### src/rtl/bpd_pkg.sv
// Shared types, constants and register codes of the blow pressure detector.
package bpd_pkg;

  // Field widths
  localparam int SAMPLE_W   = 12;
  localparam int TIME_W     = 32;
  localparam int PROGRESS_W = 7;
  localparam int LEVEL_W    = 5;
  localparam int HOLD_W     = 3;
  localparam int THRESH_W   = 12;

  // Configuration port
  localparam int ADDR_W = 3;
  localparam int DATA_W = 32;
  localparam logic REG_LEVEL = 1'b0;
  localparam logic REG_HOLD  = 1'b1;

  // Defaults for the top-level parameters
  localparam int SAMPLES_PER_MEAN_DEF = 5;
  localparam int QUEUE_DEPTH_DEF      = 2;

  // Detection constants
  localparam logic [SAMPLE_W-1:0]   SAMPLE_LOW     = 12'd800;
  localparam logic [SAMPLE_W-1:0]   SAMPLE_HIGH    = 12'd3900;
  localparam logic [THRESH_W-1:0]   THRESHOLD_BASE = 12'd900;
  localparam logic [THRESH_W-1:0]   THRESHOLD_STEP = 12'd100;
  localparam logic [PROGRESS_W-1:0] FINISH_COUNT   = 7'd100;
  localparam logic [TIME_W-1:0]     HOLD_TIME_MS   = 32'd1500;
  localparam logic [HOLD_W-1:0]     MAX_STEP       = 3'd6;
  localparam logic [HOLD_W-1:0]     HOLD_MAX       = 3'd5;

  // Item class decided by the front end
  typedef enum logic [1:0] {
    KIND_CLEAR,
    KIND_KEEP,
    KIND_SKIP
  } kind_t;

  typedef struct packed {
    kind_t                kind;
    logic [SAMPLE_W-1:0]  pressure_sample;
    logic [TIME_W-1:0]    time_ms;
  } item_t;

  // Values derived from the configuration registers
  typedef struct packed {
    logic [THRESH_W-1:0] threshold;
    logic [HOLD_W-1:0]   step;
  } cfg_t;

  typedef struct packed {
    logic                  detected;
    logic [PROGRESS_W-1:0] progress;
    logic                  mean_valid;
    logic [SAMPLE_W-1:0]   mean_value;
    logic                  strong_pulse;
  } result_t;

endpackage

### src/rtl/bpd_channels.sv
// Valid/ready channel interfaces for sample and result transactions.
interface bpd_in_if;
  logic                          valid;
  logic                          ready;
  logic                          command;
  logic [bpd_pkg::SAMPLE_W-1:0]  pressure_sample;
  logic [bpd_pkg::TIME_W-1:0]    time_ms;

  modport source (output valid, command, pressure_sample, time_ms, input ready);
  modport sink   (input valid, command, pressure_sample, time_ms, output ready);
endinterface

interface bpd_out_if;
  logic                            valid;
  logic                            ready;
  logic                            detected;
  logic [bpd_pkg::PROGRESS_W-1:0]  progress;
  logic                            mean_valid;
  logic [bpd_pkg::SAMPLE_W-1:0]    mean_value;
  logic                            strong_pulse;

  modport source (output valid, detected, progress, mean_valid, mean_value, strong_pulse,
                  input ready);
  modport sink   (input valid, detected, progress, mean_valid, mean_value, strong_pulse,
                  output ready);
  modport mon    (input valid, ready, detected, progress, mean_valid, mean_value,
                  strong_pulse);
endinterface

### src/rtl/bpd_front.sv
// Front end: accept sample transactions, classify them and register the result.
module bpd_front (
  input  logic            clk,
  input  logic            rst,
  bpd_in_if.sink          sample_ch,
  output logic            item_valid,
  input  logic            item_ready,
  output bpd_pkg::item_t  item
);

  bpd_pkg::item_t classified;

  assign sample_ch.ready = !item_valid || item_ready;

  always_comb begin
    classified.pressure_sample = sample_ch.pressure_sample;
    classified.time_ms         = sample_ch.time_ms;
    if (sample_ch.command) begin
      classified.kind = bpd_pkg::KIND_CLEAR;
    end else if (sample_ch.pressure_sample > bpd_pkg::SAMPLE_LOW &&
                 sample_ch.pressure_sample < bpd_pkg::SAMPLE_HIGH) begin
      classified.kind = bpd_pkg::KIND_KEEP;
    end else begin
      classified.kind = bpd_pkg::KIND_SKIP;
    end
  end

  always_ff @(posedge clk) begin
    if (rst) begin
      item_valid <= 1'b0;
    end else if (sample_ch.ready) begin
      item_valid <= sample_ch.valid;
    end
  end

  always_ff @(posedge clk) begin
    if (sample_ch.ready && sample_ch.valid) begin
      item <= classified;
    end
  end

endmodule

### src/rtl/bpd_queue.sv
// Short register queue between front end and back end.
module bpd_queue #(
  parameter int DEPTH = bpd_pkg::QUEUE_DEPTH_DEF
) (
  input  logic            clk,
  input  logic            rst,
  input  logic            push_valid,
  output logic            push_ready,
  input  bpd_pkg::item_t  push_item,
  output logic            pop_valid,
  input  logic            pop_ready,
  output bpd_pkg::item_t  pop_item
);

  localparam int PTR_W = $clog2(DEPTH);
  localparam int CNT_W = $clog2(DEPTH + 1);
  localparam logic [PTR_W-1:0] PTR_LAST = PTR_W'(DEPTH - 1);
  localparam logic [CNT_W-1:0] CNT_FULL = CNT_W'(DEPTH);

  bpd_pkg::item_t   slots [DEPTH];
  logic [PTR_W-1:0] wr_ptr;
  logic [PTR_W-1:0] rd_ptr;
  logic [CNT_W-1:0] count;
  logic             do_push;
  logic             do_pop;

  assign push_ready = count != CNT_FULL;
  assign pop_valid  = count != '0;
  assign pop_item   = slots[rd_ptr];
  assign do_push    = push_valid && push_ready;
  assign do_pop     = pop_valid && pop_ready;

  always_ff @(posedge clk) begin
    if (rst) begin
      wr_ptr <= '0;
      rd_ptr <= '0;
      count  <= '0;
    end else begin
      if (do_push) begin
        wr_ptr <= (wr_ptr == PTR_LAST) ? '0 : wr_ptr + PTR_W'(1);
      end
      if (do_pop) begin
        rd_ptr <= (rd_ptr == PTR_LAST) ? '0 : rd_ptr + PTR_W'(1);
      end
      if (do_push && !do_pop) begin
        count <= count + CNT_W'(1);
      end else if (do_pop && !do_push) begin
        count <= count - CNT_W'(1);
      end
    end
  end

  always_ff @(posedge clk) begin
    if (do_push) begin
      slots[wr_ptr] <= push_item;
    end
  end

endmodule

### src/rtl/bpd_back.sv
// Back end: block averaging, threshold test, blow count and detection timer.
module bpd_back #(
  parameter int SAMPLES_PER_MEAN = bpd_pkg::SAMPLES_PER_MEAN_DEF
) (
  input  logic              clk,
  input  logic              rst,
  input  bpd_pkg::cfg_t     cfg,
  input  logic              item_valid,
  output logic              item_ready,
  input  bpd_pkg::item_t    item,
  output logic              result_valid,
  input  logic              result_ready,
  output bpd_pkg::result_t  result
);

  localparam int LOG_N   = $clog2(SAMPLES_PER_MEAN);
  localparam int SUM_W   = bpd_pkg::SAMPLE_W + LOG_N;
  localparam int SHIFT   = SUM_W + LOG_N;
  localparam int RECIP_W = SUM_W + 1;
  localparam int PROD_W  = SUM_W + RECIP_W;
  localparam longint unsigned RECIP =
    ((64'd1 << SHIFT) + SAMPLES_PER_MEAN - 1) / SAMPLES_PER_MEAN;
  localparam int FILL_W  = (SAMPLES_PER_MEAN > 1) ? LOG_N : 1;
  localparam logic [FILL_W-1:0] FILL_LAST = FILL_W'(SAMPLES_PER_MEAN - 1);

  logic [FILL_W-1:0]              fill_index, fill_index_next;
  logic [SUM_W-1:0]               block_sum, block_sum_next;
  logic [bpd_pkg::PROGRESS_W-1:0] blow_count, blow_count_next;
  logic [bpd_pkg::TIME_W-1:0]     start_time, start_time_next;
  logic                           start_marked, start_marked_next;
  logic                           finished, finished_next;

  logic [SUM_W-1:0]               sum_new;
  logic [PROD_W-1:0]              product;
  logic [bpd_pkg::SAMPLE_W-1:0]   mean;
  logic                           above_threshold;
  logic [bpd_pkg::PROGRESS_W-1:0] count_up;
  logic [bpd_pkg::TIME_W-1:0]     elapsed;
  logic                           take;
  bpd_pkg::result_t               res;

  assign item_ready = !result_valid || result_ready;
  assign take       = item_valid && item_ready;

  // Mean by reciprocal multiply: exact for every sum below 2^SUM_W.
  assign sum_new         = block_sum + SUM_W'(item.pressure_sample);
  assign product         = PROD_W'(sum_new) * PROD_W'(RECIP);
  assign mean            = product[SHIFT +: bpd_pkg::SAMPLE_W];
  assign above_threshold = mean > cfg.threshold;
  assign count_up        = blow_count + bpd_pkg::PROGRESS_W'(cfg.step);
  assign elapsed         = item.time_ms - start_time;

  always_comb begin
    fill_index_next   = fill_index;
    block_sum_next    = block_sum;
    blow_count_next   = blow_count;
    start_time_next   = start_time;
    start_marked_next = start_marked;
    finished_next     = finished;
    res               = '0;
    res.progress      = blow_count;

    if (item.kind == bpd_pkg::KIND_CLEAR) begin
      fill_index_next   = '0;
      block_sum_next    = '0;
      blow_count_next   = '0;
      start_time_next   = '0;
      start_marked_next = 1'b0;
      finished_next     = 1'b0;
      res.progress      = '0;
    end else if (finished) begin
      res.detected = elapsed >= bpd_pkg::HOLD_TIME_MS;
    end else if (item.kind == bpd_pkg::KIND_KEEP) begin
      if (fill_index == FILL_LAST) begin
        fill_index_next = '0;
        block_sum_next  = '0;
        res.mean_valid  = 1'b1;
        res.mean_value  = mean;
        res.strong_pulse = above_threshold;
        if (above_threshold) begin
          blow_count_next = count_up;
          if (!start_marked) begin
            start_time_next   = item.time_ms;
            start_marked_next = 1'b1;
          end
        end else begin
          blow_count_next   = '0;
          start_time_next   = '0;
          start_marked_next = 1'b0;
        end
        finished_next = blow_count_next >= bpd_pkg::FINISH_COUNT;
        res.progress  = blow_count_next;
      end else begin
        fill_index_next = fill_index + FILL_W'(1);
        block_sum_next  = sum_new;
      end
    end
  end

  always_ff @(posedge clk) begin
    if (rst) begin
      fill_index   <= '0;
      block_sum    <= '0;
      blow_count   <= '0;
      start_time   <= '0;
      start_marked <= 1'b0;
      finished     <= 1'b0;
      result_valid <= 1'b0;
    end else begin
      if (take) begin
        fill_index   <= fill_index_next;
        block_sum    <= block_sum_next;
        blow_count   <= blow_count_next;
        start_time   <= start_time_next;
        start_marked <= start_marked_next;
        finished     <= finished_next;
        result_valid <= 1'b1;
      end else if (result_ready) begin
        result_valid <= 1'b0;
      end
    end
  end

  always_ff @(posedge clk) begin
    if (take) begin
      result <= res;
    end
  end

endmodule

### src/rtl/blow_pressure_detector.sv
// Top level of the blow pressure detector: channels, register port and pipeline.
//
//  channel    dir  handshake      payload
//  sample_ch  in   valid/ready    command, pressure_sample, time_ms
//  result_ch  out  valid/ready    detected, progress, mean_valid, mean_value, strong_pulse
//  apb        in   psel/penable   paddr, pwdata, pwrite -> prdata, pready
//
// One transaction per cycle sustained while neither side stalls; the accepting edge
// loads the front register, then the queue and then the back-end result register,
// from which a result shows on result_ch. The back end updates all detector state
// per item: running sum, reciprocal multiply for the mean, threshold test.
// rst is synchronous and clears control and detector state and both registers.
// Either side may stall on its own: the queue absorbs items while the result waits,
// and sample_ch.ready drops only when the queue is full.
module blow_pressure_detector #(
  parameter int SAMPLES_PER_MEAN = bpd_pkg::SAMPLES_PER_MEAN_DEF,
  parameter int QUEUE_DEPTH      = bpd_pkg::QUEUE_DEPTH_DEF
) (
  input  logic                         clk,
  input  logic                         rst,
  bpd_in_if.sink                       sample_ch,
  bpd_out_if.source                    result_ch,
  input  logic                         psel,
  input  logic                         penable,
  input  logic                         pwrite,
  input  logic [bpd_pkg::ADDR_W-1:0]   paddr,
  input  logic [bpd_pkg::DATA_W-1:0]   pwdata,
  output logic [bpd_pkg::DATA_W-1:0]   prdata,
  output logic                         pready
);

  logic [bpd_pkg::LEVEL_W-1:0] pressure_level;
  logic [bpd_pkg::HOLD_W-1:0]  hold_setting;
  logic [bpd_pkg::HOLD_W-1:0]  hold_clamped;
  logic                        reg_write;
  logic                        reg_index;
  bpd_pkg::cfg_t               cfg;

  logic             front_valid;
  logic             front_ready;
  bpd_pkg::item_t   front_item;
  logic             queue_valid;
  logic             queue_ready;
  bpd_pkg::item_t   queue_item;
  bpd_pkg::result_t back_result;

  // Register port: zero wait states, index taken from the word address bit.
  assign pready    = 1'b1;
  assign reg_index = paddr[2];
  assign reg_write = psel && penable && pwrite && pready;

  always_ff @(posedge clk) begin
    if (rst) begin
      pressure_level <= '0;
      hold_setting   <= '0;
    end else if (reg_write) begin
      case (reg_index)
        bpd_pkg::REG_LEVEL: pressure_level <= pwdata[bpd_pkg::LEVEL_W-1:0];
        bpd_pkg::REG_HOLD:  hold_setting   <= pwdata[bpd_pkg::HOLD_W-1:0];
        default: ;
      endcase
    end
  end

  always_comb begin
    case (reg_index)
      bpd_pkg::REG_LEVEL: prdata = bpd_pkg::DATA_W'(pressure_level);
      bpd_pkg::REG_HOLD:  prdata = bpd_pkg::DATA_W'(hold_setting);
      default:            prdata = '0;
    endcase
  end

  // Threshold and count step depend only on the registers; hold above five acts as five.
  assign hold_clamped  = (hold_setting > bpd_pkg::HOLD_MAX) ? bpd_pkg::HOLD_MAX : hold_setting;
  assign cfg.step      = bpd_pkg::MAX_STEP - hold_clamped;
  assign cfg.threshold = bpd_pkg::THRESHOLD_BASE +
                         bpd_pkg::THRESH_W'(pressure_level) * bpd_pkg::THRESHOLD_STEP;

  bpd_front u_front (
    .clk        (clk),
    .rst        (rst),
    .sample_ch  (sample_ch),
    .item_valid (front_valid),
    .item_ready (front_ready),
    .item       (front_item)
  );

  bpd_queue #(
    .DEPTH (QUEUE_DEPTH)
  ) u_queue (
    .clk        (clk),
    .rst        (rst),
    .push_valid (front_valid),
    .push_ready (front_ready),
    .push_item  (front_item),
    .pop_valid  (queue_valid),
    .pop_ready  (queue_ready),
    .pop_item   (queue_item)
  );

  bpd_back #(
    .SAMPLES_PER_MEAN (SAMPLES_PER_MEAN)
  ) u_back (
    .clk          (clk),
    .rst          (rst),
    .cfg          (cfg),
    .item_valid   (queue_valid),
    .item_ready   (queue_ready),
    .item         (queue_item),
    .result_valid (result_ch.valid),
    .result_ready (result_ch.ready),
    .result       (back_result)
  );

  assign result_ch.detected     = back_result.detected;
  assign result_ch.progress     = back_result.progress;
  assign result_ch.mean_valid   = back_result.mean_valid;
  assign result_ch.mean_value   = back_result.mean_value;
  assign result_ch.strong_pulse = back_result.strong_pulse;

endmodule

### src/flat_wrapper.sv
// flat-port wrapper written by rule: the top's interface ports become plain ports
module blow_pressure_detector_flat 
#(
  parameter int SAMPLES_PER_MEAN = bpd_pkg::SAMPLES_PER_MEAN_DEF,
  parameter int QUEUE_DEPTH      = bpd_pkg::QUEUE_DEPTH_DEF
)
  (clk, rst, psel, penable, pwrite, paddr, pwdata, prdata, pready, sample_ch_valid, sample_ch_command, sample_ch_pressure_sample, sample_ch_time_ms, sample_ch_ready, result_ch_valid, result_ch_detected, result_ch_progress, result_ch_mean_valid, result_ch_mean_value, result_ch_strong_pulse, result_ch_ready);
  bpd_in_if sample_ch_i ();
  bpd_out_if result_ch_i ();
  input  logic clk;
  input  logic rst;
  input  logic psel;
  input  logic penable;
  input  logic pwrite;
  input  logic [bpd_pkg::ADDR_W-1:0] paddr;
  input  logic [bpd_pkg::DATA_W-1:0] pwdata;
  output logic [bpd_pkg::DATA_W-1:0] prdata;
  output logic pready;
  input wire logic [$bits(sample_ch_i.valid)-1:0] sample_ch_valid;
  input wire logic [$bits(sample_ch_i.command)-1:0] sample_ch_command;
  input wire logic [$bits(sample_ch_i.pressure_sample)-1:0] sample_ch_pressure_sample;
  input wire logic [$bits(sample_ch_i.time_ms)-1:0] sample_ch_time_ms;
  output wire logic [$bits(sample_ch_i.ready)-1:0] sample_ch_ready;
  output wire logic [$bits(result_ch_i.valid)-1:0] result_ch_valid;
  output wire logic [$bits(result_ch_i.detected)-1:0] result_ch_detected;
  output wire logic [$bits(result_ch_i.progress)-1:0] result_ch_progress;
  output wire logic [$bits(result_ch_i.mean_valid)-1:0] result_ch_mean_valid;
  output wire logic [$bits(result_ch_i.mean_value)-1:0] result_ch_mean_value;
  output wire logic [$bits(result_ch_i.strong_pulse)-1:0] result_ch_strong_pulse;
  input wire logic [$bits(result_ch_i.ready)-1:0] result_ch_ready;
  assign sample_ch_i.valid = sample_ch_valid;
  assign sample_ch_i.command = sample_ch_command;
  assign sample_ch_i.pressure_sample = sample_ch_pressure_sample;
  assign sample_ch_i.time_ms = sample_ch_time_ms;
  assign sample_ch_ready = sample_ch_i.ready;
  assign result_ch_valid = result_ch_i.valid;
  assign result_ch_detected = result_ch_i.detected;
  assign result_ch_progress = result_ch_i.progress;
  assign result_ch_mean_valid = result_ch_i.mean_valid;
  assign result_ch_mean_value = result_ch_i.mean_value;
  assign result_ch_strong_pulse = result_ch_i.strong_pulse;
  assign result_ch_i.ready = result_ch_ready;
  blow_pressure_detector #(.SAMPLES_PER_MEAN(SAMPLES_PER_MEAN), .QUEUE_DEPTH(QUEUE_DEPTH)) u_core (.clk(clk), .rst(rst), .sample_ch(sample_ch_i), .result_ch(result_ch_i), .psel(psel), .penable(penable), .pwrite(pwrite), .paddr(paddr), .pwdata(pwdata), .prdata(prdata), .pready(pready));
endmodule
### config.mk
export PLATFORM = sky130hd
export DESIGN_NAME = blow_pressure_detector_flat
export DESIGN_NICKNAME = d
export VERILOG_FILES = /design/src/rtl/bpd_pkg.sv /design/src/rtl/bpd_channels.sv /design/src/rtl/bpd_front.sv /design/src/rtl/bpd_queue.sv /design/src/rtl/bpd_back.sv /design/src/rtl/blow_pressure_detector.sv /design/src/flat_wrapper.sv
export SDC_FILE = /design/constraint.sdc
export NUM_CORES = 1
export LEC_CHECK = 0
export ABC_AREA = 1
export BUFFER_PORTS_ARGS = -buffer_cell sky130_fd_sc_hd__buf_2
export CELL_PAD_IN_SITES_DETAIL_PLACEMENT = 0
export CELL_PAD_IN_SITES_GLOBAL_PLACEMENT = 1
export CORE_MARGIN = 2
export CORE_UTILIZATION = 50
export CTS_CLUSTER_DIAMETER = 120
export DETAILED_ROUTE_END_ITERATION = 6
export MAX_ROUTING_LAYER = met4
export PLACE_DENSITY_LB_ADDON = 0.1
export SYNTH_ARGS = -nofsm -noshare
export SYNTH_HDL_FRONTEND = slang
export SYNTH_SLANG_ARGS = --single-unit
### constraint.sdc
create_clock -name clk -period 20.5 [get_ports clk]
set_clock_uncertainty 0.05 [all_clocks]
set_input_delay 1.025 -clock clk [delete_from_list [all_inputs] [get_ports clk]]
set_output_delay 1.025 -clock clk [all_outputs]
set_load 0.02 [all_outputs]
Word-level counts from Yosys, hierarchy flattened

Memory sizes are Yosys's and may differ from the RTL's. A register that Yosys moved wholly into a read port is not among the register bits.
Cells that the tools add are included.

Memories kept: 1
Memory bits (writable): 92
Register bits after elaboration: 141
Output and inout port bits: 57
Input bits: 87

$add $sub $neg: 10
Bitwise gates (word level): 4
Multiply operators: 2
Reductions and logical operators: 28
Multiplexer cells: 48
Equality and inequality tests: 5
Order comparisons: 6

Memories:

| name                 | depth | width | rd ports | clocked after memory_dff | write ports | RTL line        | RTL |
|---|---|---|---|---|---|---|---|
| u_core.u_queue.slots | 2     | 46    | 1        | 1                        | 1           | bpd_queue.sv:20 | `bpd_pkg::item_t slots [DEPTH];` |

Operators with widths:

| operator               | number |
|---|---|
| $mux 32                | 6 |
| $pmux 32 s2            | 1 |
| $mux 21                | 3 |
| $mux 7                 | 9 |
| $mux 15                | 4 |
| $ge 32x11->1 const B   | 1 |
| $sub 32x32->32         | 1 |
| $mul 15x16->30 const B | 1 |
| $mux 1                 | 17 |
| $add 15x12->15         | 1 |
| $mux 3                 | 5 |
| $add 10x12->12 const A | 1 |
| $gt 12x10->1 const B   | 1 |
| $gt 12x12->1           | 1 |
| $lt 12x12->1 const B   | 1 |
| $mul 5x5->10 const B   | 1 |
| $reduce_bool 2->1      | 5 |
| $logic_and 1x1->1      | 8 |
| $add 7x3->7            | 1 |
| $ge 7x7->1 const B     | 1 |
| $mux 2                 | 3 |
| $reduce_and 5->1       | 1 |
| $logic_not 1->1        | 4 |
| $not 1->1              | 4 |
| other kinds (19)       | 22 |

Depth between registers and ports, before layout

Depth in word-level cells: 14
Gate-level depth with buffers: 51
Gate-level depth less buffers: 47

By module

A second synthesis with hierarchy kept.

Cells, all modules: 2,024
Area total of the unflattened synthesis: 17,399.2 um^2

Modules (own cells, without submodules):

| module                 | cells each | seq. area each (um^2) | area an instance (um^2) | instances |
|---|---|---|---|---|
| bpd_back               | 1,584      | 1,861.8               | 10,842.9                | 1 |
| bpd_queue              | 180        | 2,862.7               | 3,761.1                 | 1 |
| bpd_front              | 89         | 1,401.3               | 1,570.3                 | 1 |
| blow_pressure_detector | 171        | 160.2                 | 1,224.9                 | 1 |

Worst setup path before layout

Ideal clock, no wire load.

Path type: flip-flop to flip-flop
Start point: reg (tool-made name)
End point: reg u_core.u_back.start_time[30] in the netlist's numbering
Cell stages (with the launch flop): 49
Path buffers: 4
Path slack: 11.373 ns
Required time: 20.381 ns
Arrival time: 9.008 ns
Cells stage by stage: dfxtp_1 > buf_6 > clkbuf_1 > clkbuf_1 > mux2_2 > ha_1 > a21oi_1 > nand2_1 > a21oi_1 > inv_1 > a21oi_1 > o21bai_1 > xor2_1 > inv_1 > nor2_1 > inv_1 > nand2_1 > inv_1 > [13 not listed] > nand2_1 > nand2_1 > nand2_1 > a21oi_1 > inv_1 > or2_2 > nand2_1 > inv_1 > ha_1 > nand4_1 > nor2_1 > nand2_1 > o2111ai_1 > nand3_2 > nor2_8 > buf_6 > nand2_1 > a21oi_2

RTL lines:

| what                   | RTL line        | RTL |
|---|---|---|
| end signal: assignment | bpd_back.sv:114 | `start_time <= start_time_next;` |
| end: declaration       | bpd_back.sv:29  | `logic [bpd_pkg::TIME_W-1:0] start_time, start_time_next;` |

==> metrics.yaml <==
yosys:
  synth.distinct_cells: 51
  synth_seq_area_share: 0.3778
  synthesis.area_mm2: 0.01664
  synthCells: 1921
  syn_area_per_cell_um2: 8.661
  synth_edf_count: 160
  synth_seq_cells: 234
  ys_warn_count: 0
  ys_async_sr_fraction: 0
  synth_ff_type: "edfxtp_1"
route:
  vias: 12610
  firstDrtPassIters: 5
  post_drt_wl_per_cell_um: 15.49
  ant_nets: 0
  via_per_inst: 5.089
  drc_errors: 0
  drt-initial-drc-count: 800
  drt-total-wl_um: 38370
placement:
  io_buffers: 86
  dp_hpwl_um: 29700
  gp_congestion: 0.8978
  place_area_mm2: 0.01745
  dp_slack_ns: 9.847
global_route:
  grt_overflow: 0
  grt_start_max_net_pins: 55
  antenna_found_initial: 0
  grt_pass1_vias: 12690
  grt_usage: 0.2302
  grt_pass1_wl_um: 63340
clock_tree:
  cts_buffer_depth: 3
  hold_buffers: 0
  ctsHtreeMaxLevel: 1
  cts_root_buf: "clkbuf_16"
  numCtsBuffers: 27
  postCtsSetupBuffers: 0
  cts-resized-gates: 0
  clk_transition_reported_paths_ns: 0.06
  clk_latency_ns: 0.53
  cts_tree: "done"
  clock-sinks: 234
layout:
  n_antenna_cell: 0
  postLayoutCellArea_mm2: 0.01838
  final_common_cell: "nand2_1"
  regArea_mm2: 0.006287
  fillers: 2989
  nNetsFinal: 2343
  drive_above_1_share: 0.1047
  area_growth_pct: 10.47
  multi_input_area_mm2: 0.008817
  layout_common_cells: "nand2_1, inv_1, ha_1"
die:
  placementRows: 66
  coreArea_mm2: 0.03262
  dieHeight_um: 186.4
  die_area_mm2: 0.03475
  initial_utilization: 0.5101
  die_w_um: 186.4
  io_pins: 144
sta:
  tns_ns: 0
  maxSlewViolCount: 0
  hold_violations: 0
  tightest_slew_ns: 0.8162
  setup_viol: 0
  rsz0062_at_grt: "false"
  max_freq_mhz: 93.84
  period_share: 0.5198
  slew_headroom: 0.4540
  period_minus_slack_ns: 10.66
  postLayoutSetupSlackWorst_ns: 9.844
hold_path:
  hold_class: "reg2reg"
setup_path:
  crit_type: "reg2reg"
  crit_path_end_kind: "flop"
  worstPathMaxFanout: 53
  start_kind: "flop"
  arrival_ns: 11.06
  slowest_stage: "fa_1"
  cp_common_cell: "inv_1"
  crit_required_ns: 20.90
  crit_path_max_incr_delay_ns: 0.64
status:
  status: "finished, final reports clean"
job:
  max_cap_violations: 0
-- cell usage after synthesis, types with 2 or more instances --
master | number | area, µm²
nand2_1 | 417 | 1565
o31ai_1 | 3 | 22.52
nor2_8 | 2 | 40.04
o211ai_1 | 2 | 15.01
nor3_1 | 10 | 50.05
or2_2 | 8 | 50.05
buf_2 | 7 | 35.03
nand2_2 | 3 | 18.77
nand4_1 | 24 | 150.1
ha_1 | 178 | 2227
xor2_1 | 26 | 227.7
nand3_2 | 4 | 40.04
nand3b_1 | 4 | 30.03
nor4_1 | 3 | 18.77
buf_6 | 4 | 45.04
o22ai_1 | 4 | 25.02
nor2_1 | 136 | 510.5
xnor2_1 | 19 | 166.4
inv_2 | 6 | 22.52
a21oi_1 | 143 | 715.7
and2_1 | 4 | 25.02
edfxtp_1 | 160 | 4805
mux2_2 | 38 | 427.9
a21oi_2 | 6 | 52.55
inv_1 | 338 | 1269
a21o_1 | 4 | 30.03
a211oi_1 | 3 | 22.52
nor3_4 | 2 | 32.53
dfxtp_1 | 74 | 1481
buf_4 | 28 | 210.2
conb_1 | 2 | 7.510
o21ai_0 | 61 | 305.3
nand3_1 | 89 | 445.4
clkbuf_1 | 16 | 60.06
fa_1 | 63 | 1261
o21a_1 | 3 | 22.52
o21bai_1 | 11 | 82.58
a31oi_1 | 3 | 18.77
-- sequential cells by signal, summed over array words and instances (netlist names), named ones only --
signal and cells:
u_core.u_front.item_valid 1, u_core.pressure_level 5, u_core.u_queue.rd_ptr 1, u_core.u_queue.slots 92, u_core.u_queue.count 2, u_core.u_back.blow_count 7
u_core.u_front.item 46, u_core.u_back.fill_index 3, u_core.u_queue.wr_ptr 1, u_core.u_back.result_valid 1, u_core.u_back.start_marked 1, u_core.u_back.result 22
u_core.u_back.block_sum 15, u_core.hold_setting 3, u_core.u_back.start_time 32, u_core.u_back.finished 1
-- stage by stage --
stage	hold slack, ns	std cells	util
floorplan	0.3715	1947	-
global placement	0.3732	2428	0.5348
detailed placement	0.3790	2428	0.5348
CTS	0.3927	2477	0.5635
global route	0.4042	2477	0.5635
finish	0.3934	2477	0.5635
-- worst max-delay path: cells and delay by family, from the launching register on --
kind	cells	cell delay, ns
AOI/OAI and AO/OA	11	2.25
xor gates and xnor gates	1	0.44
adders and majority gates	8	3.52
buffers and inverters	11	1.30
DFF	1	0.31
muxes	1	0.45
and+or+nand+nor	13	2.16
-- routing by layer --
layer,global-route usage,vias up,share of wire
met5,-,-,0
met4,0.04338,0,0.015
li1,-,6412,-
met2,0.3869,224,0.48
met3,0.02821,39,0.041
met1,0.3022,5930,0.47
-- kinds of logic after synthesis --
kind of cell | Yosys count | synth area share
mux | 39 | 0.02632
other cells | 2 | 0.0004514
xor+xnor | 45 | 0.02369
fa+ha+maj | 241 | 0.2097
compound gates | 249 | 0.08167
simple gates | 711 | 0.1814
flops | 234 | 0.3778
buf+inv | 400 | 0.09904
-- path summary, 6_finish.rpt --
path,slack (ns),end,cells past startpoint,startpoint
worst max-delay path,9.84,u_core.u_back.blow_count[3],45,flop
worst min-delay path,0.39,u_core.u_queue.slots[1][29],0,u_core.u_front.item[29]
worst max register to register,9.84,u_core.u_back.blow_count[3],45,flop
worst min register to register,0.39,u_core.u_queue.slots[1][29],0,u_core.u_front.item[29]
-- final cells by class --
cell class,count,share of cell area
timing repair buffer,94,0.02668
inverter,345,0.07059
clock buffer,38,0.04289
multi-input combinational,1313,0.4797
tap,442,0.03009
clock inverter,11,0.007965
sequential,234,0.3421
Power is not shown: default switching activity piles up to over one toggle a cycle in this logic, so the estimate is an artifact.
